$ cat src/rtl/i2cee_pkg.sv
// ----------------------------------------------------------------------------
// I2C EEPROM master package
// Shared types, codes and sequence tables of the tick-driven EEPROM master.
// ----------------------------------------------------------------------------
package i2cee_pkg;

    localparam int unsigned CFG_IDX_W  = 1;
    localparam int unsigned CFG_DATA_W = 16;
    localparam int unsigned SEG_W      = 3;
    localparam int unsigned STEP_W     = 5;

    localparam logic [CFG_IDX_W-1:0] CFG_DEVICE_ADDRESS   = 1'd0;
    localparam logic [CFG_IDX_W-1:0] CFG_WRITE_WAIT_TICKS = 1'd1;

    localparam logic [1:0] FUNC_TICK  = 2'd0;
    localparam logic [1:0] FUNC_READ  = 2'd1;
    localparam logic [1:0] FUNC_WRITE = 2'd2;

    localparam logic [6:0]  DEVICE_ADDRESS_RST = 7'd80;
    localparam logic [15:0] WRITE_WAIT_RST     = 16'd500;

    localparam logic [SEG_W-1:0] READ_LAST_SEG  = 3'd6;
    localparam logic [SEG_W-1:0] WRITE_LAST_SEG = 3'd4;

    typedef enum logic [1:0] {
        MODE_IDLE,
        MODE_READ,
        MODE_WRITE,
        MODE_WAIT
    } t_mode;

    typedef enum logic [1:0] {
        SEG_START,
        SEG_OUT,
        SEG_IN,
        SEG_STOP
    } t_seg_kind;

    typedef enum logic [2:0] {
        SRC_NONE,
        SRC_CTRL_W,
        SRC_ADDR,
        SRC_DATA,
        SRC_CTRL_R
    } t_src;

    typedef struct packed {
        t_seg_kind         kind;
        logic [STEP_W-1:0] step;
        logic [1:0]        phase;
    } t_pin_ctl;

    function automatic logic [STEP_W-1:0] seg_len(input t_seg_kind kind);
        case (kind)
            SEG_START: seg_len = 5'd5;
            SEG_OUT:   seg_len = 5'd27;
            SEG_IN:    seg_len = 5'd21;
            default:   seg_len = 5'd4;
        endcase
    endfunction

    function automatic t_seg_kind seg_kind(input logic is_read, input logic [SEG_W-1:0] seg);
        if (is_read) begin
            case (seg)
                3'd0, 3'd3:       seg_kind = SEG_START;
                3'd1, 3'd2, 3'd4: seg_kind = SEG_OUT;
                3'd5:             seg_kind = SEG_IN;
                default:          seg_kind = SEG_STOP;
            endcase
        end else begin
            case (seg)
                3'd0:             seg_kind = SEG_START;
                3'd1, 3'd2, 3'd3: seg_kind = SEG_OUT;
                default:          seg_kind = SEG_STOP;
            endcase
        end
    endfunction

    function automatic t_src seg_src(input logic is_read, input logic [SEG_W-1:0] seg);
        case (seg)
            3'd1:    seg_src = SRC_CTRL_W;
            3'd2:    seg_src = SRC_ADDR;
            3'd3:    seg_src = is_read ? SRC_NONE : SRC_DATA;
            3'd4:    seg_src = is_read ? SRC_CTRL_R : SRC_NONE;
            default: seg_src = SRC_NONE;
        endcase
    endfunction

endpackage

$ cat src/rtl/i2cee_in_if.sv
// ----------------------------------------------------------------------------
// I2C EEPROM master tick channel
// Valid/ready channel that carries one pin-update tick and its command.
// ----------------------------------------------------------------------------
interface i2cee_in_if;
    logic       valid;
    logic       ready;
    logic [1:0] func;
    logic [7:0] mem_address;
    logic [7:0] write_data;
    logic       sda_in;

    modport source (output valid, func, mem_address, write_data, sda_in, input ready);
    modport sink   (input valid, func, mem_address, write_data, sda_in, output ready);
endinterface

$ cat src/rtl/i2cee_out_if.sv
// ----------------------------------------------------------------------------
// I2C EEPROM master result channel
// Valid/ready channel that carries the pin levels and status of one tick.
// ----------------------------------------------------------------------------
interface i2cee_out_if;
    logic       valid;
    logic       ready;
    logic       scl_out;
    logic       sda_out;
    logic       busy_res;
    logic       done_res;
    logic [7:0] read_byte;
    logic       rejected;

    modport source  (output valid, scl_out, sda_out, busy_res, done_res, read_byte, rejected,
                     input ready);
    modport sink    (input valid, scl_out, sda_out, busy_res, done_res, read_byte, rejected,
                     output ready);
    modport monitor (input valid, ready, scl_out, sda_out, busy_res, done_res, read_byte,
                     rejected);
endinterface

$ cat src/rtl/i2cee_pin_step.sv
// ----------------------------------------------------------------------------
// I2C EEPROM master pin step
// Decodes one step of a bus segment into new SCL, SDA and shift register values.
// ----------------------------------------------------------------------------
module i2cee_pin_step (
    input  i2cee_pkg::t_pin_ctl i_ctl,
    input  logic [7:0]          i_src_byte,
    input  logic [7:0]          i_shift,
    input  logic                i_scl,
    input  logic                i_sda,
    input  logic                i_sda_in,
    output logic [7:0]          o_shift,
    output logic                o_scl,
    output logic                o_sda
);

    logic [7:0] w_byte;

    always_comb begin
        o_shift = i_shift;
        o_scl   = i_scl;
        o_sda   = i_sda;
        w_byte  = (i_ctl.step == 5'd0) ? i_src_byte : i_shift;
        case (i_ctl.kind)
            i2cee_pkg::SEG_START: begin
                case (i_ctl.step)
                    5'd1:    o_sda = 1'b1;
                    5'd2:    o_scl = 1'b1;
                    5'd3:    o_sda = 1'b0;
                    default: o_scl = 1'b0;
                endcase
            end
            i2cee_pkg::SEG_OUT: begin
                if (i_ctl.step < 5'd24) begin
                    case (i_ctl.phase)
                        2'd0: begin
                            o_shift = w_byte;
                            o_sda   = w_byte[7];
                        end
                        2'd1: o_scl = 1'b1;
                        default: begin
                            o_scl   = 1'b0;
                            o_shift = {i_shift[6:0], 1'b0};
                        end
                    endcase
                end else if (i_ctl.step == 5'd24) begin
                    o_sda = 1'b1;
                end else if (i_ctl.step == 5'd25) begin
                    o_scl = 1'b1;
                end else begin
                    o_scl = 1'b0;
                end
            end
            i2cee_pkg::SEG_IN: begin
                if (i_ctl.step == 5'd0) begin
                    o_sda   = 1'b1;
                    o_shift = 8'd0;
                end else if (i_ctl.step <= 5'd16) begin
                    if (i_ctl.step[0]) begin
                        o_scl = 1'b1;
                    end else begin
                        o_shift = {i_shift[6:0], i_sda_in};
                        o_scl   = 1'b0;
                    end
                end else if (i_ctl.step == 5'd18) begin
                    o_scl = 1'b1;
                end else if (i_ctl.step == 5'd19) begin
                    o_scl = 1'b0;
                end else begin
                    o_sda = 1'b1;
                end
            end
            default: begin
                case (i_ctl.step)
                    5'd0:    o_scl = 1'b0;
                    5'd1:    o_sda = 1'b0;
                    5'd2:    o_scl = 1'b1;
                    default: o_sda = 1'b1;
                endcase
            end
        endcase
    end

endmodule

$ cat src/rtl/i2c_eeprom_bitbang_master.sv
// ----------------------------------------------------------------------------
// I2C EEPROM bit-bang master
// Tick-driven I2C master for random reads and byte writes to a 24xx EEPROM.
// ----------------------------------------------------------------------------
// Channel  Dir  Beat contents
// i_in     in   func, mem_address, write_data, sda_in
// o_out    out  scl_out, sda_out, busy_res, done_res, read_byte, rejected
// cfg      in   i_cfg_we, i_cfg_index, i_cfg_data (device_address, write_wait_ticks)
//
// One tick is accepted per clock cycle unless the output stalls; each tick yields
// one result beat in the output register on the next cycle. The sequencer state
// is updated in the cycle of acceptance, so throughput is set by the single output
// register stage. A stalled output holds its beat and the input accepts again once
// it drains. Reset returns the bus to both lines released and the sequencer to idle.
// ----------------------------------------------------------------------------
module i2c_eeprom_bitbang_master (
    input  logic                                i_clk,
    input  logic                                i_rst_n,
    i2cee_in_if.sink                            i_in,
    i2cee_out_if.source                         o_out,
    input  logic                                i_cfg_we,
    input  logic [i2cee_pkg::CFG_IDX_W-1:0]     i_cfg_index,
    input  logic [i2cee_pkg::CFG_DATA_W-1:0]    i_cfg_data
);

    i2cee_pkg::t_mode                   r_mode, n_mode, w_mode;
    logic [i2cee_pkg::SEG_W-1:0]        r_seg, n_seg, w_seg;
    logic [i2cee_pkg::STEP_W-1:0]       r_step, n_step, w_step;
    logic [1:0]                         r_phase, n_phase, w_phase;
    logic [7:0]                         r_shift, n_shift;
    logic                               r_scl, n_scl;
    logic                               r_sda, n_sda;
    logic [15:0]                        r_wait, n_wait;
    logic [7:0]                         r_addr, n_addr;
    logic [7:0]                         r_data, n_data;
    logic [6:0]                         r_dev_addr;
    logic [15:0]                        r_wait_ticks;

    logic                               r_ovalid;
    logic                               r_oscl, r_osda, r_obusy, r_odone, r_orej;
    logic [7:0]                         r_obyte;

    logic                               w_accept, w_cmd, w_is_read, w_last;
    logic                               w_done, w_rej;
    logic [7:0]                         w_rd, w_src_byte, w_pin_shift;
    logic                               w_pin_scl, w_pin_sda;
    i2cee_pkg::t_pin_ctl                w_ctl;

    assign i_in.ready = !r_ovalid || o_out.ready;
    assign w_accept   = i_in.valid && i_in.ready;
    assign w_cmd      = (i_in.func == i2cee_pkg::FUNC_READ) || (i_in.func == i2cee_pkg::FUNC_WRITE);

    always_comb begin
        w_mode  = r_mode;
        w_seg   = r_seg;
        w_step  = r_step;
        w_phase = r_phase;
        n_addr  = r_addr;
        n_data  = r_data;
        w_rej   = 1'b0;
        if (r_mode == i2cee_pkg::MODE_IDLE) begin
            if (w_cmd) begin
                w_mode  = (i_in.func == i2cee_pkg::FUNC_READ) ? i2cee_pkg::MODE_READ
                                                              : i2cee_pkg::MODE_WRITE;
                w_seg   = '0;
                w_step  = '0;
                w_phase = '0;
                n_addr  = i_in.mem_address;
                if (i_in.func == i2cee_pkg::FUNC_WRITE) begin
                    n_data = i_in.write_data;
                end
            end
        end else if (w_cmd) begin
            w_rej = 1'b1;
        end
    end

    assign w_is_read   = (w_mode == i2cee_pkg::MODE_READ);
    assign w_ctl.kind  = i2cee_pkg::seg_kind(w_is_read, w_seg);
    assign w_ctl.step  = w_step;
    assign w_ctl.phase = w_phase;
    assign w_last      = (w_step == i2cee_pkg::seg_len(w_ctl.kind) - 5'd1) &&
                         (w_seg == (w_is_read ? i2cee_pkg::READ_LAST_SEG
                                              : i2cee_pkg::WRITE_LAST_SEG));

    always_comb begin
        case (i2cee_pkg::seg_src(w_is_read, w_seg))
            i2cee_pkg::SRC_CTRL_W: w_src_byte = {r_dev_addr, 1'b0};
            i2cee_pkg::SRC_CTRL_R: w_src_byte = {r_dev_addr, 1'b1};
            i2cee_pkg::SRC_ADDR:   w_src_byte = n_addr;
            i2cee_pkg::SRC_DATA:   w_src_byte = n_data;
            default:               w_src_byte = 8'd0;
        endcase
    end

    i2cee_pin_step u_pin_step (
        .i_ctl      (w_ctl),
        .i_src_byte (w_src_byte),
        .i_shift    (r_shift),
        .i_scl      (r_scl),
        .i_sda      (r_sda),
        .i_sda_in   (i_in.sda_in),
        .o_shift    (w_pin_shift),
        .o_scl      (w_pin_scl),
        .o_sda      (w_pin_sda)
    );

    always_comb begin
        n_mode  = w_mode;
        n_seg   = w_seg;
        n_step  = w_step;
        n_phase = w_phase;
        n_shift = r_shift;
        n_scl   = r_scl;
        n_sda   = r_sda;
        n_wait  = r_wait;
        w_done  = 1'b0;
        w_rd    = 8'd0;
        case (w_mode)
            i2cee_pkg::MODE_READ, i2cee_pkg::MODE_WRITE: begin
                n_shift = w_pin_shift;
                n_scl   = w_pin_scl;
                n_sda   = w_pin_sda;
                if (w_step == i2cee_pkg::seg_len(w_ctl.kind) - 5'd1) begin
                    n_seg   = w_seg + 3'd1;
                    n_step  = '0;
                    n_phase = '0;
                end else begin
                    n_step  = w_step + 5'd1;
                    n_phase = (w_phase == 2'd2) ? 2'd0 : w_phase + 2'd1;
                end
                if (w_last) begin
                    n_seg = '0;
                    if (w_is_read) begin
                        n_mode = i2cee_pkg::MODE_IDLE;
                        w_done = 1'b1;
                        w_rd   = w_pin_shift;
                    end else if (r_wait_ticks == 16'd0) begin
                        n_mode = i2cee_pkg::MODE_IDLE;
                        w_done = 1'b1;
                    end else begin
                        n_mode = i2cee_pkg::MODE_WAIT;
                        n_wait = r_wait_ticks;
                    end
                end
            end
            i2cee_pkg::MODE_WAIT: begin
                n_wait = r_wait - 16'd1;
                if (n_wait == 16'd0) begin
                    n_mode = i2cee_pkg::MODE_IDLE;
                    w_done = 1'b1;
                end
            end
            default: ;
        endcase
    end

    always_ff @(posedge i_clk) begin
        if (!i_rst_n) begin
            r_mode  <= i2cee_pkg::MODE_IDLE;
            r_seg   <= '0;
            r_step  <= '0;
            r_phase <= '0;
            r_shift <= '0;
            r_scl   <= 1'b1;
            r_sda   <= 1'b1;
            r_wait  <= '0;
            r_addr  <= '0;
            r_data  <= '0;
        end else if (w_accept) begin
            r_mode  <= n_mode;
            r_seg   <= n_seg;
            r_step  <= n_step;
            r_phase <= n_phase;
            r_shift <= n_shift;
            r_scl   <= n_scl;
            r_sda   <= n_sda;
            r_wait  <= n_wait;
            r_addr  <= n_addr;
            r_data  <= n_data;
        end
    end

    always_ff @(posedge i_clk) begin
        if (!i_rst_n) begin
            r_dev_addr   <= i2cee_pkg::DEVICE_ADDRESS_RST;
            r_wait_ticks <= i2cee_pkg::WRITE_WAIT_RST;
        end else if (i_cfg_we) begin
            case (i_cfg_index)
                i2cee_pkg::CFG_DEVICE_ADDRESS:   r_dev_addr   <= i_cfg_data[6:0];
                i2cee_pkg::CFG_WRITE_WAIT_TICKS: r_wait_ticks <= i_cfg_data;
                default: ;
            endcase
        end
    end

    always_ff @(posedge i_clk) begin
        if (!i_rst_n) begin
            r_ovalid <= 1'b0;
        end else if (w_accept) begin
            r_ovalid <= 1'b1;
        end else if (o_out.ready) begin
            r_ovalid <= 1'b0;
        end
    end

    always_ff @(posedge i_clk) begin
        if (w_accept) begin
            r_oscl  <= n_scl;
            r_osda  <= n_sda;
            r_obusy <= (n_mode != i2cee_pkg::MODE_IDLE);
            r_odone <= w_done;
            r_obyte <= w_rd;
            r_orej  <= w_rej;
        end
    end

    assign o_out.valid     = r_ovalid;
    assign o_out.scl_out   = r_oscl;
    assign o_out.sda_out   = r_osda;
    assign o_out.busy_res  = r_obusy;
    assign o_out.done_res  = r_odone;
    assign o_out.read_byte = r_obyte;
    assign o_out.rejected  = r_orej;

endmodule

$ cat src/flat_wrapper.sv
// flat-port wrapper written by rule: the top's interface ports become plain ports
module i2c_eeprom_bitbang_master_flat 
  (i_clk, i_rst_n, i_cfg_we, i_cfg_index, i_cfg_data, i_in_valid, i_in_func, i_in_mem_address, i_in_write_data, i_in_sda_in, i_in_ready, o_out_valid, o_out_scl_out, o_out_sda_out, o_out_busy_res, o_out_done_res, o_out_read_byte, o_out_rejected, o_out_ready);
  i2cee_in_if i_in_i ();
  i2cee_out_if o_out_i ();
  input  logic i_clk;
  input  logic i_rst_n;
  input  logic i_cfg_we;
  input  logic [i2cee_pkg::CFG_IDX_W-1:0] i_cfg_index;
  input  logic [i2cee_pkg::CFG_DATA_W-1:0] i_cfg_data;
  input wire logic [$bits(i_in_i.valid)-1:0] i_in_valid;
  input wire logic [$bits(i_in_i.func)-1:0] i_in_func;
  input wire logic [$bits(i_in_i.mem_address)-1:0] i_in_mem_address;
  input wire logic [$bits(i_in_i.write_data)-1:0] i_in_write_data;
  input wire logic [$bits(i_in_i.sda_in)-1:0] i_in_sda_in;
  output wire logic [$bits(i_in_i.ready)-1:0] i_in_ready;
  output wire logic [$bits(o_out_i.valid)-1:0] o_out_valid;
  output wire logic [$bits(o_out_i.scl_out)-1:0] o_out_scl_out;
  output wire logic [$bits(o_out_i.sda_out)-1:0] o_out_sda_out;
  output wire logic [$bits(o_out_i.busy_res)-1:0] o_out_busy_res;
  output wire logic [$bits(o_out_i.done_res)-1:0] o_out_done_res;
  output wire logic [$bits(o_out_i.read_byte)-1:0] o_out_read_byte;
  output wire logic [$bits(o_out_i.rejected)-1:0] o_out_rejected;
  input wire logic [$bits(o_out_i.ready)-1:0] o_out_ready;
  assign i_in_i.valid = i_in_valid;
  assign i_in_i.func = i_in_func;
  assign i_in_i.mem_address = i_in_mem_address;
  assign i_in_i.write_data = i_in_write_data;
  assign i_in_i.sda_in = i_in_sda_in;
  assign i_in_ready = i_in_i.ready;
  assign o_out_valid = o_out_i.valid;
  assign o_out_scl_out = o_out_i.scl_out;
  assign o_out_sda_out = o_out_i.sda_out;
  assign o_out_busy_res = o_out_i.busy_res;
  assign o_out_done_res = o_out_i.done_res;
  assign o_out_read_byte = o_out_i.read_byte;
  assign o_out_rejected = o_out_i.rejected;
  assign o_out_i.ready = o_out_ready;
  i2c_eeprom_bitbang_master u_core (.i_clk(i_clk), .i_rst_n(i_rst_n), .i_in(i_in_i), .o_out(o_out_i), .i_cfg_we(i_cfg_we), .i_cfg_index(i_cfg_index), .i_cfg_data(i_cfg_data));
endmodule
$ cat config.mk
export PLATFORM = sky130hd
export DESIGN_NAME = i2c_eeprom_bitbang_master_flat
export DESIGN_NICKNAME = d
export VERILOG_FILES = /design/src/rtl/i2cee_pkg.sv /design/src/rtl/i2cee_in_if.sv /design/src/rtl/i2cee_out_if.sv /design/src/rtl/i2cee_pin_step.sv /design/src/rtl/i2c_eeprom_bitbang_master.sv /design/src/flat_wrapper.sv
export SDC_FILE = /design/constraint.sdc
export NUM_CORES = 1
export LEC_CHECK = 0
export ABC_CLOCK_PERIOD_IN_PS = 12800
export BUFFER_PORTS_ARGS = -buffer_cell sky130_fd_sc_hd__buf_2
export CAP_MARGIN = 40
export CORE_MARGIN = 10
export CORE_UTILIZATION = 30
export DETAILED_ROUTE_END_ITERATION = 10
export PLACE_DENSITY = 0.43
export SYNTH_ARGS = -nofsm -noshare
export SYNTH_HDL_FRONTEND = slang
export SYNTH_SLANG_ARGS = --single-unit
$ cat constraint.sdc
create_clock -name i_clk -period 12.8 [get_ports i_clk]
set_clock_uncertainty 0.1 [all_clocks]
set_input_delay 0 -clock i_clk [delete_from_list [all_inputs] [get_ports i_clk]]
set_output_delay 0 -clock i_clk [all_outputs]
set_load 0.01 [all_outputs]
Word level (Yosys, flattened, before mapping) --
Index checks and enable logic that the tools add are counted.
Word-level totals: register bits after elaboration 91, word-level logic and storage cells 165, input bits 41, output and inout port bits 15
Cells by class: equal/unequal tests 31, multiplexer cells 80, add/sub/neg operators 6, magnitude comparators 2, bitwise gates (word level) 1, reduce and logical (&&, ||, !) cells 26
Operators with widths (number):
- 8-bit 2-to-1 mux | 10
- 16-bit 2-to-1 mux | 3
- 16-bit zero test | 2
- 16-bit one-hot mux with 2 select lines | 1
- 8-bit one-hot mux with 2 select lines | 2
- 8-bit one-hot mux with 4 select lines | 1
- 2-bit 2-to-1 mux | 15
- 5-bit 2-to-1 mux | 5
- 1-bit 2-to-1 mux | 24
- 5-bit == test (second input constant) | 4
- 3-bit 2-to-1 mux | 6
- 16-bit by 1-bit subtractor with 16-bit output (second input constant) | 1
- 5-bit one-hot mux with 3 select lines | 1
- 3-bit by 2-bit == test with 1-bit output (second input constant) | 4
- 1-bit one-hot mux with 2 select lines | 6
- 3-bit one-hot mux with 4 select lines | 1
- 2-bit == test (second input constant) | 5
- 5-bit by 2-bit == test with 1-bit output (second input constant) | 2
- 5-bit == test | 2
- 5-bit by 1-bit subtractor with 5-bit output (second input constant) | 2
- 3-bit == test (second input constant) | 3
- 2-bit by 1-bit == test with 1-bit output (second input constant) | 4
- 2-bit one-hot mux with 2 select lines | 2
- 2-bit OR reduction | 4
- 24 further kinds | 36

Longest topological paths before layout --
Gate-level depths: netlist of run 1.
depth in word-level cells 16, gate-level depth with buffers 20, depth with buffers taken out 15

By module --
From an unflattened synthesis of run 1, not the netlist that was laid out.
Second synthesis, totals: cell total of the unflattened synthesis 685, area, all modules 5312.6 um^2
By module, submodules not included:
- i2c_eeprom_bitbang_master | cells each 587, area each 4647.0 um^2, sequential area each 1951.9 um^2, instances 1
- i2cee_pin_step | cells each 98, area each 665.6 um^2, sequential area each 0.0 um^2, instances 1

Worst setup path after synthesis of run 1 --
OpenSTA, ideal clock, no wires.
path type register -> register, start point register u_core.r_mode[1], end point register u_core.r_obyte[1] (netlist: u_core.o_out.read_byte[1]) (data pin), data arrival time 4068 ps, cell stages (with the launch flop) 18, clock period less this slack 4325 ps, setup time 157 ps, slack 8475 ps, path buffers 5, data required time 12543 ps, path through dfxtp_1 -> buf_2 -> nor3_2 -> clkbuf_1 -> clkbuf_1 -> a21oi_1 -> inv_1 -> ha_1 -> clkbuf_1 -> nor3b_1 -> nor2_1 -> ha_1 -> xnor2_1 -> nor4_2 -> nand3_2 -> or3_1 -> buf_2 -> nor3_1
On the way: cells in the longest elaborated chain, start to end 12, elaborated cells between the ends (all ways) 53, classes of those cells add/sub: 1; order compare: 2; eq/ne: 16; mux: 23; reduce/logical: 11
RTL lines:
- start, declared | RTL line i2c_eeprom_bitbang_master.sv:26 | i2cee_pkg::t_mode r_mode, n_mode, w_mode;
- start signal, assigned | RTL line i2c_eeprom_bitbang_master.sv:160 | r_mode <= i2cee_pkg::MODE_IDLE;
- start signal, assigned | RTL line i2c_eeprom_bitbang_master.sv:171 | r_mode <= n_mode;
- 2-bit zero test | RTL line i2c_eeprom_bitbang_master.sv:61 | if (r_mode == i2cee_pkg::MODE_IDLE) begin
- 3-bit 2-to-1 mux | RTL line i2c_eeprom_bitbang_master.sv:61
- 3-bit by 1-bit == test with 1-bit output (tied with other cells) | RTL line i2cee_pkg.sv:64, i2cee_pkg.sv:71, i2cee_pkg.sv:80
- 3-bit OR reduction (tied with other cells) | RTL line i2cee_pkg.sv:64 | case (seg)
- 2-bit one-hot mux with 3 select lines or 2-bit one-hot mux with 2 select lines (tied branches) | RTL line i2cee_pkg.sv:64, i2cee_pkg.sv:71
- 2-bit 2-to-1 mux | RTL line i2cee_pkg.sv:63 | if (is_read) begin
- 2-bit == test (tied with other cells) | RTL line i2cee_pkg.sv:54, i2cee_pin_step.sv:24
- 5-bit one-hot mux with 3 select lines | RTL line i2cee_pkg.sv:54 | case (kind)
- 5-bit by 1-bit subtractor with 5-bit output | RTL line i2c_eeprom_bitbang_master.sv:82 | assign w_last = (w_step == i2cee_pkg::seg_len(w_ctl.kind) - 5'd1) &&
- 5-bit == test | RTL line i2c_eeprom_bitbang_master.sv:82
- 1-bit logical AND | RTL line i2c_eeprom_bitbang_master.sv:82
- 3-bit AND reduction (no line)
- end signal, assigned | RTL line i2c_eeprom_bitbang_master.sv:213 | r_obyte <= w_rd;
- end, declared | RTL line i2c_eeprom_bitbang_master.sv:41 | logic [7:0] r_obyte;
Parallel ways exist; a longest one is shown, timed or not. A chain may end at the register's enable or synchronous reset.

Final worst setup path of run 1 --
start point register u_core.r_mode[1], end point register u_core.r_wait[6]
On the way: cells in the longest elaborated chain, start to end 13, elaborated cells between the ends (all ways) 36, classes of those cells add/sub: 1; eq/ne: 15; mux: 10; reduce/logical: 10
RTL lines:
- 2-bit zero test | RTL line i2c_eeprom_bitbang_master.sv:61
- 3-bit 2-to-1 mux | RTL line i2c_eeprom_bitbang_master.sv:61
- 3-bit by 1-bit == test with 1-bit output (tied with other cells) | RTL line i2cee_pkg.sv:64, i2cee_pkg.sv:71
- 3-bit OR reduction (tied with other cells) | RTL line i2cee_pkg.sv:64
- 2-bit one-hot mux with 3 select lines or 2-bit one-hot mux with 2 select lines (tied branches) | RTL line i2cee_pkg.sv:64, i2cee_pkg.sv:71
- 2-bit 2-to-1 mux | RTL line i2cee_pkg.sv:63
- 2-bit == test (tied with other cells) | RTL line i2cee_pkg.sv:54
- 5-bit one-hot mux with 3 select lines | RTL line i2cee_pkg.sv:54
- 5-bit by 1-bit subtractor with 5-bit output | RTL line i2c_eeprom_bitbang_master.sv:82
- 5-bit == test | RTL line i2c_eeprom_bitbang_master.sv:82
- 1-bit logical AND | RTL line i2c_eeprom_bitbang_master.sv:82
- 2-bit by 1-bit != test with 1-bit output (no line)
- 5-bit AND reduction (no line)
- end signal, assigned | RTL line i2c_eeprom_bitbang_master.sv:178 | r_wait <= n_wait;
- end, declared | RTL line i2c_eeprom_bitbang_master.sv:33 | logic [15:0] r_wait, n_wait;
Parallel ways exist; a longest one is shown, timed or not.

==> impl_metrics.sql, run 1 <==
INSERT INTO impl_metrics (metric_group, metric, value, unit) VALUES
('outcome', 'run_status', 'finished, final reports clean', ''),
('final_layout', 'antenna-diode-count', '0', ''),
('synthesis', 'ys_seq_area_share', '35.2', '%'),
('placement', 'dpl.hpwl', '13200', 'um'),
('sta', 'final-setup-viol-count', '0', ''),
('floorplan', 'floorplan.io_pins', '56', ''),
('synthesis', 'dominantRegCellSynth', 'sky130_fd_sc_hd__dfxtp_1', ''),
('run', 'maxCapViolCount', '0', ''),
('sta', 'clock.fmax', '189', 'MHz'),
('setup_path', 'worst_setup_path_start_kind', 'flop', ''),
('final_layout', 'final_util', '36.8', '%'),
('grt', 'antenna_violations_before_repair', '0', ''),
('setup_path', 'crit_top_cell', 'sky130_fd_sc_hd__nor2_1', ''),
('power', 'sw_frac_of_total', '29.8', '%'),
('setup_path', 'cp-startpoint', 'u_core.r_mode[1]', ''),
('floorplan', 'dieWidth', '156', 'um'),
('setup_path', 'timing.critical_path.required', '12.94', 'ns'),
('placement', 'portBuffers', '55', ''),
('power', 'clock_power_share', '40.0', '%'),
('power', 'power.static_leakage', '2.45', 'nW'),
('clock_tree', 'clk_pin_slew_worst_paths', '0.07', 'ns'),
('routing', 'post_drt_via_cell_ratio', '5.71', ''),
('synthesis', 'synth-xor-area-share', '1.42', '%'),
('power', 'power.sequential.fraction', '42.5', '%'),
('final_layout', 'syn2layout_area_growth', '19.8', '%'),
('clock_tree', 'number_of_h_tree_levels', '3', ''),
('power', 'p_per_area', '111', 'nW/um^2'),
('setup_path', 'worst_reg2reg_path_depth', '13', ''),
('floorplan', 'floorplan.initialDensity', '30.7', '%'),
('synthesis', 'post_synth_fa_ha_maj_area_fraction', '3.61', '%'),
('power', 'p_comb_share', '17.5', '%'),
('synthesis', 'most_area_consuming_cells_after_synthesis', 'sky130_fd_sc_hd__dfxtp_1 (28%), sky130_fd_sc_hd__nand2_1 (7.3%), sky130_fd_sc_hd__edfxtp_1 (7.0%), sky130_fd_sc_hd__a21oi_1 (6.5%), sky130_fd_sc_hd__ha_1 (3.6%)', ''),
('synthesis', 'synthCells', '721', ''),
('synthesis', 'yosysUniqueCellTypes', '74', ''),
('synthesis', 'synth_top_family_by_area', 'compound AO/OA/AOI/OAI gates', ''),
('synthesis', 'count_of_flip_flops_with_a_built_in_enable_after_synthesis', '13', ''),
('synthesis', 'netlist_area', '5550', 'sq um'),
('setup_path', 'timing.critical_path.slowest_stage_cell', 'sky130_fd_sc_hd__nand3_1', ''),
('worst_hold_path', 'hold_removal_path_class', 'primary input to flop', ''),
('routing', 'post-route-drc-count', '0', ''),
('synthesis', 'synth_simple_gate_area_share', '26.7', '%'),
('grt', 'track_usage', '15.2', '%'),
('synthesis', 'synthesis.area_per_instance', '7.70', 'sq um'),
('sta', 'rsz0062_at_grt', 'no', ''),
('clock_tree', 'clock_sink_count', '91', ''),
('synthesis', 'count_of_warnings_emitted_by_yosys', '0', ''),
('sta', 'worstMarginPinSlew', '0.907', 'ns'),
('routing', 'drt-wirelength-per-cell', '18.7', 'um'),
('power', 'power.total', '0.739', 'mW'),
('setup_path', 'type_of_destination_of_the_critical_path', 'flop', ''),
('synthesis', 'async_flop_share', '0', '%'),
('clock_tree', 'tritoncts_clock_tree', 'yes', ''),
('sta', 'timing.max_slew.rel_slack', '39.1', '%'),
('synthesis', 'share_of_the_synthesized_area_in_compound_gates_ao_oa_aoi_oai', '26.9', '%'),
('setup_path', 'timing.critical_path.max_delay_family', 'simple AND/OR/NAND/NOR gates', ''),
('sta', 'finalWorstPathRequiredPeriod', '5.30', 'ns'),
('sta', 'slew_viol_final', '0', ''),
('floorplan', 'num_rows', '49', ''),
('power', 'netSwitchingPower', '0.220', 'mW'),
('setup_path', 'cp_cell_sequence', 'or3_1 -> buf_4 -> nor2_1 -> nor2_1 -> ha_1 -> nor3b_1 -> nor2_1 -> ha_1 -> xnor2_1 -> nor4_2 -> nand3_1 -> and2_1 -> o311ai_1', ''),
('clock_tree', 'cts_made_buffers', '9', ''),
('routing', 'drt-initial-drc-count', '413', ''),
('sta', 'tns', '0', 'ns'),
('setup_path', 'cp-endpoint', 'u_core.r_wait[6]', ''),
('placement', 'gp_routability_congestion', '0.847', ''),
('final_layout', 'finalNetCount', '835', ''),
('floorplan', 'dieArea', '24300', 'sq um'),
('setup_path', 'setup.reg_to_reg.worst_slack', '7.50', 'ns'),
('setup_path', 'reg2reg_to', 'u_core.r_wait[6]', ''),
('clock_tree', 'worst_skew_pair.late_latency', '0.35', 'ns'),
('floorplan', 'core-area', '18100', 'sq um');
==> per-layer routing <==
| metal | up-vias | track usage, % | wire, um |
|---|---|---|---|
| met4 | 0 | 4.95 | 335 |
| li1 | 2791 | - | - |
| met5 | - | 0 | 0 |
| met2 | 183 | 26.0 | 9190 |
| met3 | 23 | 2.29 | 842 |
| met1 | 2785 | 19.1 | 8580 |
==> cells in the final DEF, fill, tap and decap left out, types with 22 or more instances in the layout <==
| cell type | netlist | final |
|---|---|---|
| sky130_fd_sc_hd__nand2_1 | 108 | 108 |
| sky130_fd_sc_hd__o21ai_0 | 30 | 30 |
| sky130_fd_sc_hd__buf_2 | 7 | 57 |
| sky130_fd_sc_hd__nor2_1 | 51 | 51 |
| sky130_fd_sc_hd__dlygate4sd3_1 | 0 | 36 |
| sky130_fd_sc_hd__dfxtp_1 | 78 | 78 |
| sky130_fd_sc_hd__a21oi_1 | 72 | 72 |
| sky130_fd_sc_hd__nand3_1 | 26 | 26 |
| sky130_fd_sc_hd__inv_1 | 23 | 22 |
| sky130_fd_sc_hd__nor3_1 | 29 | 29 |
==> kinds of logic after synthesis <==
group,after synthesis
xor gates and xnor gates,9
AOI/OAI and AO/OA,222
muxes,3
buffers and inverters,77
DFF,91
adders and majority gates,16
and+or+nand+nor,303
==> worst min-delay path, delay by kind of cell <==
kind            cells  cell delay (ns)
simple gates        2             0.27
buf+inv             1             0.10
compound gates      1             0.05
==> flip-flops by register name, summed over array words and instances (netlist names), 2 cells and up <==
register / cells
u_core.r_mode: 2
u_core.r_shift: 8
u_core.r_step: 5
u_core.o_out.read_byte: 8
u_core.r_addr: 8
u_core.r_wait_ticks: 16
u_core.r_seg: 3
u_core.r_wait: 16
u_core.r_data: 8
u_core.r_phase: 2
u_core.r_dev_addr: 7
==> per-stage QoR <==
stage	instance area, sq um	hold slack (ns)	setup slack, ns	instances
final	6650	0.0243	7.50	1012
after global routing	6650	0.0622	7.11	1012
after CTS	6650	0.0146	7.56	1012
after detailed placement	5960	0.128	7.58	960
after global placement	5950	0.116	7.77	958
after floorplan	5550	0.0240	8.47	721
==> cell usage after synthesis, drive strengths merged (7+ instances only) <==
cell,number
inv,23
a21oi,72
edfxtp,13
nand3,27
clkbuf,43
a211oi,13
o211ai,11
a221oi,12
nand2b,8
o21ai,31
nor2,51
ha,16
dfxtp,78
nor4,14
and2,12
o311ai,12
nand2,108
buf,11
o31ai,7
nand4,18
and3,7
a22oi,7
nor3,30
==> timing repair <==
action	in CTS	in global routing
resized for setup	0	0
hold endpoints to repair	40	0
setup buffers	0	0
hold buffers	36	0
==> power groups by stage <==
stage          logic (mW)  registers (mW)  clock network (mW)
6_report            0.129           0.314               0.296
5_1_grt             0.142           0.316               0.315
4_1_cts             0.129           0.314               0.301
3_5_place_dp        0.120           0.321                   0
3_3_place_gp        0.118           0.320                   0
2_1_floorplan      0.0803           0.317                   0
==> layout make-up <==
cell class              instances  area [sq um]
fillers                      1844         11400
inverters                      23          86.3
multi-input cells             553          3300
repair buffers                100           698
flip-flops and latches         91          1950
well taps                     229           287
clock inverters                 6          76.3
clock buffers                  10           250
==> worst min path at each step <==
stage	startpoint	to	cells after the start
finish	i_cfg_we	u_core.r_dev_addr[3]	4
detailed placement	i_cfg_data[8]	u_core.r_wait_ticks[8]	3
CTS	i_cfg_we	u_core.r_dev_addr[3]	4
global route	i_cfg_we	u_core.r_dev_addr[3]	4
floorplan	i_cfg_data[6]	u_core.r_dev_addr[6]	2
global placement	i_cfg_data[8]	u_core.r_wait_ticks[8]	3
(Power assumes the default switching activity.)
==> inputs of run 2 (changes only) <==
- ABC_CLOCK_PERIOD_IN_PS: 12800 -> 5400
- clock period: 12.8 -> 5.4 ns (I/O delays scaled with it)
==> run 2 against run 1 <==
Compared with the run above: worst hold slack got worse by 0.0043 ns; non-clock buffer count rose by 3; die area did not move; power rose by 140%; critical path type unchanged; largest cell class unchanged.
==> impl_metrics.sql, run 2 (synthesis gave the netlist of run 1 again) <==
INSERT INTO impl_metrics (metric_group, metric, value, unit) VALUES
('floorplan', 'dieWidth', '156', 'um'),
('setup_path', 'crit_arrival', '4.87', 'ns'),
('setup_path', 'cp-startpoint', 'u_core.r_mode[1]', ''),
('clock_tree', 'tritoncts_clock_tree', 'yes', ''),
('clock_tree', 'number_of_h_tree_levels', '3', ''),
('sta', 'finalHoldViolCount', '0', ''),
('placement', 'gp_routability_congestion', '0.894', ''),
('run', 'maxCapViolCount', '0', ''),
('routing', 'detailroute.via_count', '5676', ''),
('sta', 'timing.hold.ws', '0.0200', 'ns'),
('final_layout', 'antenna-diode-count', '0', ''),
('placement', 'pre_cts_ws', '0.699', 'ns'),
('grt', 'first_global_vias', '5541', ''),
('sta', 'finalCritPeriodShare', '87.4', '%'),
('final_layout', 'biggestRegsByFlops', 'u_core.r_wait x16, u_core.r_wait_ticks x16', ''),
('grt', 'first_pass_grt_wire_length', '30300', 'um'),
('setup_path', 'worst_setup_path_start_kind', 'flop', ''),
('grt', 'antenna_violations_before_repair', '0', ''),
('floorplan', 'dieArea', '24300', 'sq um'),
('clock_tree', 'cts_made_buffers', '9', ''),
('clock_tree', 'cts_buffer_depth', '2', ''),
('clock_tree', 'clock_sink_count', '91', ''),
('sta', 'post-route-worst-setup-slack', '0.683', 'ns'),
('floorplan', 'floorplan.initialDensity', '30.7', '%'),
('sta', 'rsz0062_at_grt', 'no', ''),
('sta', 'finalWorstPathRequiredPeriod', '4.72', 'ns'),
('setup_path', 'worst_reg2reg_path_depth', '12', ''),
('sta', 'timing.max_slew.rel_slack', '39.2', '%'),
('setup_path', 'cp-endpoint', 'u_core.r_wait[7]', ''),
('sta', 'clock.fmax', '212', 'MHz'),
('setup_path', 'reg2reg_to', 'u_core.r_wait[7]', ''),
('clock_tree', 'cts.root.buffer_cell', 'sky130_fd_sc_hd__clkbuf_16', ''),
('grt', 'overflow', '0', ''),
('final_layout', 'most_frequent_cells_in_the_layout', 'sky130_fd_sc_hd__nand2_1 (108), sky130_fd_sc_hd__dfxtp_1 (78), sky130_fd_sc_hd__a21oi_1 (72)', ''),
('clock_tree', 'clk_pin_slew_worst_paths', '0.07', 'ns'),
('floorplan', 'num_rows', '49', ''),
('routing', 'drt-wirelength-per-cell', '18.3', 'um'),
('power', 'p_per_area', '261', 'nW/um^2'),
('floorplan', 'floorplan.io_pins', '56', ''),
('grt', 'track_usage', '15.3', '%'),
('final_layout', 'final-instance-count-excl-fill', '1015', ''),
('sta', 'worstMarginPinSlew', '0.905', 'ns'),
('setup_path', 'crit_fanout', '13', ''),
('placement', 'portBuffers', '55', ''),
('setup_path', 'worstSetupPathType', 'flop to flop', ''),
('routing', 'post_drt_via_cell_ratio', '5.59', ''),
('final_layout', 'finalNetCount', '838', ''),
('sta', 'tns', '0', 'ns'),
('power', 'power.static_leakage', '2.45', 'nW'),
('routing', 'post-route-drc-count', '0', ''),
('routing', 'antenna_violating_nets_post_route', '0', ''),
('routing', 'wl', '18600', 'um'),
('worst_hold_path', 'hold_start', 'i_cfg_we', ''),
('placement', 'placed_cells', '960', ''),
('floorplan', 'fp.dieH', '156', 'um'),
('worst_hold_path', 'hold_removal_path_class', 'primary input to flop', ''),
('outcome', 'run_status', 'finished, final reports clean', ''),
('placement', 'placedInstanceArea', '5960', 'sq um'),
('final_layout', 'drive_above_1_share', '11.3', '%'),
('power', 'power.total', '1.74', 'mW'),
('setup_path', 'setup.reg_to_reg.worst_slack', '0.68', 'ns'),
('setup_path', 'ff_to_ff_start', 'u_core.r_mode[1]', ''),
('final_layout', 'final_util', '36.9', '%'),
('final_layout', 'post-route-cell-area', '6670', 'sq um'),
('placement', 'dpl.hpwl', '13100', 'um'),
('grt', 'grt_start_max_net_pins', '46', ''),
('routing', 'drt-initial-drc-count', '413', ''),
('final_layout', 'commonest_non_fill_non_tap_cell_in_the_layout', 'sky130_fd_sc_hd__nand2_1', ''),
('setup_path', 'timing.critical_path.required', '5.55', 'ns'),
('setup_path', 'type_of_destination_of_the_critical_path', 'flop', ''),
('floorplan', 'core-area', '18100', 'sq um'),
('sta', 'slew_viol_final', '0', ''),
('routing', 'drt_pre_antenna_iters', '5', ''),
('clock_tree', 'worst_skew_pair.late_latency', '0.35', 'ns'),
('sta', 'final-setup-viol-count', '0', ''),
('power', 'vdd_drop_max', '150', 'uV'),
('final_layout', 'syn2layout_area_growth', '20.2', '%');
==> run 2: changes by cell type in the layout (fill, tap and decap cells not counted), sizes merged <==
cell / change
bufinv: +1
inv: -2
dlygate4sd3: +3
clkbuf: +1
==> run 2: area by class of cell <==
type,instances,area [sq um]
inverters,23,86.3
fillers,1864,11400
flip-flops and latches,91,1950
clock buffers,11,233
clock inverters,5,83.8
repair buffers,103,731
multi-input cells,553,3300
well taps,229,287
==> run 2: how the worst min path moves through the flow <==
stage                        endpoint  slack, ns  depth (start not counted)
2_1_floorplan    u_core.r_dev_addr[6]       0.02                          2
3_3_place_gp   u_core.r_wait_ticks[8]       0.11                          3
3_5_place_dp   u_core.r_wait_ticks[8]       0.11                          3
4_1_cts          u_core.r_dev_addr[2]       0.02                          4
5_1_grt          u_core.r_dev_addr[2]       0.05                          4
6_report         u_core.r_dev_addr[2]       0.02                          4
==> run 2: repair_timing <==
action                    CTS  global route
hold endpoints to repair   40             0
hold buffers               39             0
gates resized for setup     0             0
buffers inserted            0             0
==> run 2: report_power, final <==
| group | total, mW | internal [mW] | switching [mW] |
|---|---|---|---|
| Clock | 0.694 | 0.409 | 0.284 |
| Combinational | 0.304 | 0.116 | 0.188 |
| Sequential | 0.744 | 0.718 | 0.0263 |
==> run 2: routing by layer <==
metal | vias up | wire length, um | track usage (%)
met5 | - | 0 | 0
met4 | 0 | 227 | 3.46
met1 | 2705 | 8860 | 20.2
met3 | 18 | 796 | 2.89
li1 | 2802 | - | -
met2 | 151 | 8690 | 25.1
==> run 2: worst max-delay path, cell delays in order (launching register included) <==
cell and delay (ns):
sky130_fd_sc_hd__dfxtp_1 0.47, sky130_fd_sc_hd__or3_1 0.17, sky130_fd_sc_hd__nor2_1 0.04, sky130_fd_sc_hd__nor2_1 0.22, sky130_fd_sc_hd__ha_1 0.49, sky130_fd_sc_hd__nor3b_1 0.31, sky130_fd_sc_hd__nor2_1 0.14, sky130_fd_sc_hd__ha_1 0.42
sky130_fd_sc_hd__xnor2_1 0.19, sky130_fd_sc_hd__nor4_2 0.63, sky130_fd_sc_hd__nand3_1 0.52, sky130_fd_sc_hd__and2_1 0.52, sky130_fd_sc_hd__o311ai_1 0.37
==> inputs of run 3 (changes only) <==
- CORE_ASPECT_RATIO: unset -> 1.1
- MAX_ROUTING_LAYER: unset -> met4
==> run 3 against run 2 <==
Compared with the run above: final cell count rose by 1.1%; combinational power shrank 2%; power shrank 2.5%; sequential cell count stayed put.
==> impl_metrics.sql, run 3 (synthesis gave the netlist of run 1 again) <==
INSERT INTO impl_metrics (metric_group, metric, value, unit) VALUES
('floorplan', 'core-area', '18300', 'sq um'),
('routing', 'post-route-drc-count', '0', ''),
('final_layout', 'biggestRegsByFlops', 'u_core.r_wait x16, u_core.r_wait_ticks x16', ''),
('clock_tree', 'tritoncts_clock_tree', 'yes', ''),
('placement', 'placed_cells', '975', ''),
('setup_path', 'timing.critical_path.required', '5.49', 'ns'),
('floorplan', 'floorplan.io_pins', '56', ''),
('clock_tree', 'cts.root.buffer_cell', 'sky130_fd_sc_hd__clkbuf_16', ''),
('clock_tree', 'cts_buffer_depth', '2', ''),
('clock_tree', 'cts_made_buffers', '9', ''),
('placement', 'pre_cts_ws', '0.865', 'ns'),
('sta', 'rsz0062_at_grt', 'no', ''),
('final_layout', 'final_util', '36.3', '%'),
('clock_tree', 'worst_skew_pair.late_latency', '0.35', 'ns'),
('floorplan', 'num_rows', '52', ''),
('power', 'power.total', '1.70', 'mW'),
('setup_path', 'worstSetupPathType', 'flop to flop', ''),
('sta', 'timing.hold.ws', '0.0165', 'ns'),
('final_layout', 'syn2layout_area_growth', '19.7', '%'),
('grt', 'antenna_violations_before_repair', '0', ''),
('grt', 'first_global_vias', '5716', ''),
('setup_path', 'type_of_destination_of_the_critical_path', 'flop', ''),
('routing', 'post_drt_via_cell_ratio', '5.57', ''),
('sta', 'worstMarginPinSlew', '0.852', 'ns'),
('grt', 'overflow', '0', ''),
('setup_path', 'worst_reg2reg_path_depth', '11', ''),
('setup_path', 'crit_fanout', '12', ''),
('placement', 'gp_routability_congestion', '0.822', ''),
('final_layout', 'final-instance-count-excl-fill', '1026', ''),
('floorplan', 'dieArea', '24300', 'sq um'),
('setup_path', 'timing.critical_path.slowest_stage_cell', 'sky130_fd_sc_hd__nor4_2', ''),
('sta', 'post-route-worst-setup-slack', '0.921', 'ns'),
('worst_hold_path', 'hold_path_depth', '4', ''),
('routing', 'detailroute.via_count', '5710', ''),
('power', 'p_per_area', '256', 'nW/um^2'),
('routing', 'drt-initial-drc-count', '423', ''),
('floorplan', 'fp.dieH', '163', 'um'),
('setup_path', 'cp_cell_sequence', 'or3_1 -> nor2_1 -> nor2_1 -> ha_1 -> a311o_1 -> ha_1 -> xnor2_1 -> nor4_2 -> nand3_2 -> or3_1 -> nor3_1', ''),
('sta', 'finalWorstPathRequiredPeriod', '4.48', 'ns'),
('run', 'maxCapViolCount', '0', ''),
('final_layout', 'most_frequent_cells_in_the_layout', 'sky130_fd_sc_hd__nand2_1 (108), sky130_fd_sc_hd__dfxtp_1 (78), sky130_fd_sc_hd__a21oi_1 (72)', ''),
('clock_tree', 'clk_pin_slew_worst_paths', '0.08', 'ns'),
('setup_path', 'cp_num_buf_inv', '0', ''),
('sta', 'finalCritPeriodShare', '82.9', '%'),
('power', 'vdd_drop_max', '156', 'uV'),
('grt', 'first_pass_grt_wire_length', '29800', 'um'),
('power', 'power.static_leakage', '2.44', 'nW'),
('final_layout', 'antenna-diode-count', '0', ''),
('placement', 'placedInstanceArea', '5990', 'sq um'),
('worst_hold_path', 'hold_removal_path_class', 'primary input to flop', ''),
('setup_path', 'crit_arrival', '4.57', 'ns'),
('final_layout', 'drive_above_1_share', '11.7', '%'),
('floorplan', 'dieWidth', '150', 'um'),
('setup_path', 'number_of_stages_on_the_worst_setup_path', '11', ''),
('routing', 'drt-wirelength-per-cell', '17.9', 'um'),
('sta', 'slew_viol_final', '0', ''),
('placement', 'dpl.hpwl', '13100', 'um'),
('sta', 'clock.fmax', '223', 'MHz'),
('setup_path', 'worst_setup_path_start_kind', 'flop', ''),
('final_layout', 'finalNetCount', '835', ''),
('final_layout', 'post-route-cell-area', '6640', 'sq um'),
('routing', 'drt_pre_antenna_iters', '5', ''),
('clock_tree', 'clock_sink_count', '91', ''),
('final_layout', 'commonest_non_fill_non_tap_cell_in_the_layout', 'sky130_fd_sc_hd__nand2_1', ''),
('clock_tree', 'post-cts-setup-buffers', '0', ''),
('grt', 'track_usage', '15.5', '%'),
('clock_tree', 'cts-resized-gates', '0', ''),
('outcome', 'run_status', 'finished, final reports clean', ''),
('grt', 'grt_start_max_net_pins', '57', ''),
('routing', 'wl', '18400', 'um'),
('floorplan', 'floorplan.initialDensity', '30.4', '%'),
('final_layout', 'filler_cell_count', '1908', ''),
('setup_path', 'timing.critical_path.max_delay_family', 'simple AND/OR/NAND/NOR gates', ''),
('routing', 'antenna_violating_nets_post_route', '0', ''),
('clock_tree', 'number_of_h_tree_levels', '3', ''),
('sta', 'final-setup-viol-count', '0', ''),
('sta', 'tns', '0', 'ns'),
('placement', 'portBuffers', '55', ''),
('sta', 'timing.max_slew.rel_slack', '42.7', '%'),
('setup_path', 'cpPeakStageDelay', '0.61', 'ns'),
('sta', 'finalHoldViolCount', '0', '');
[run 3: cell count changes in the layout (fill, tap and decap cells not counted), sizes merged]
cell	change
buf	+1
bufinv	-2
clkbuf	-1
clkinv	+1
dlygate4sd3	-4
inv	+2
[run 3: power breakdown]
| group | internal [mW] | switching, mW |
|---|---|---|
| clock network | 0.349 | 0.305 |
| registers | 0.717 | 0.0277 |
| logic | 0.116 | 0.183 |
| total | 1.18 | 0.515 |
[run 3: what timing repair did]
| action | in CTS | in global routing |
|---|---|---|
| hold buffers | 35 | 0 |
| endpoints found under the setup margin | 0 | 0 |
| endpoints found under the hold margin | 40 | 0 |
[run 3: layout make-up]
cell class              count  area, sq um  share of cell area (%)
well taps                 243          304                    4.58
clock buffers              10          250                    3.77
repair buffers            100          701                    10.5
multi-input cells         553         3300                    49.7
flip-flops and latches     91         1950                    29.4
inverters                  23         86.3                    1.30
clock inverters             6         51.3                   0.772
[run 3: worst paths after layout]
check                                       from                   endpoint  slack (ns)
worst max-delay path            u_core.r_mode[0]  u_core.o_out.read_byte[3]        0.92
worst max register to register  u_core.r_mode[0]  u_core.o_out.read_byte[3]        0.92
worst min register to register  u_core.r_addr[6]           u_core.r_addr[6]        0.36
worst min-delay path                    i_cfg_we       u_core.r_dev_addr[5]        0.02
[run 3: worst reg2reg max path, cell delays in order (launching register included)]
cell	delay, ns
sky130_fd_sc_hd__dfxtp_1	0.37
sky130_fd_sc_hd__or3_1	0.40
sky130_fd_sc_hd__nor2_1	0.10
sky130_fd_sc_hd__nor2_1	0.09
sky130_fd_sc_hd__ha_1	0.35
sky130_fd_sc_hd__a311o_1	0.47
sky130_fd_sc_hd__ha_1	0.45
sky130_fd_sc_hd__xnor2_1	0.18
sky130_fd_sc_hd__nor4_2	0.61
sky130_fd_sc_hd__nand3_2	0.37
sky130_fd_sc_hd__or3_1	0.57
sky130_fd_sc_hd__nor3_1	0.25
[run 3: per-layer routing]
layer	track usage, %	part of all wire [%]	wire length [um]
met5	-	0	0
met4	5.61	2.4	448
met3	2.56	3.2	594
met2	26.8	51	9390
met1	17.6	43	7960
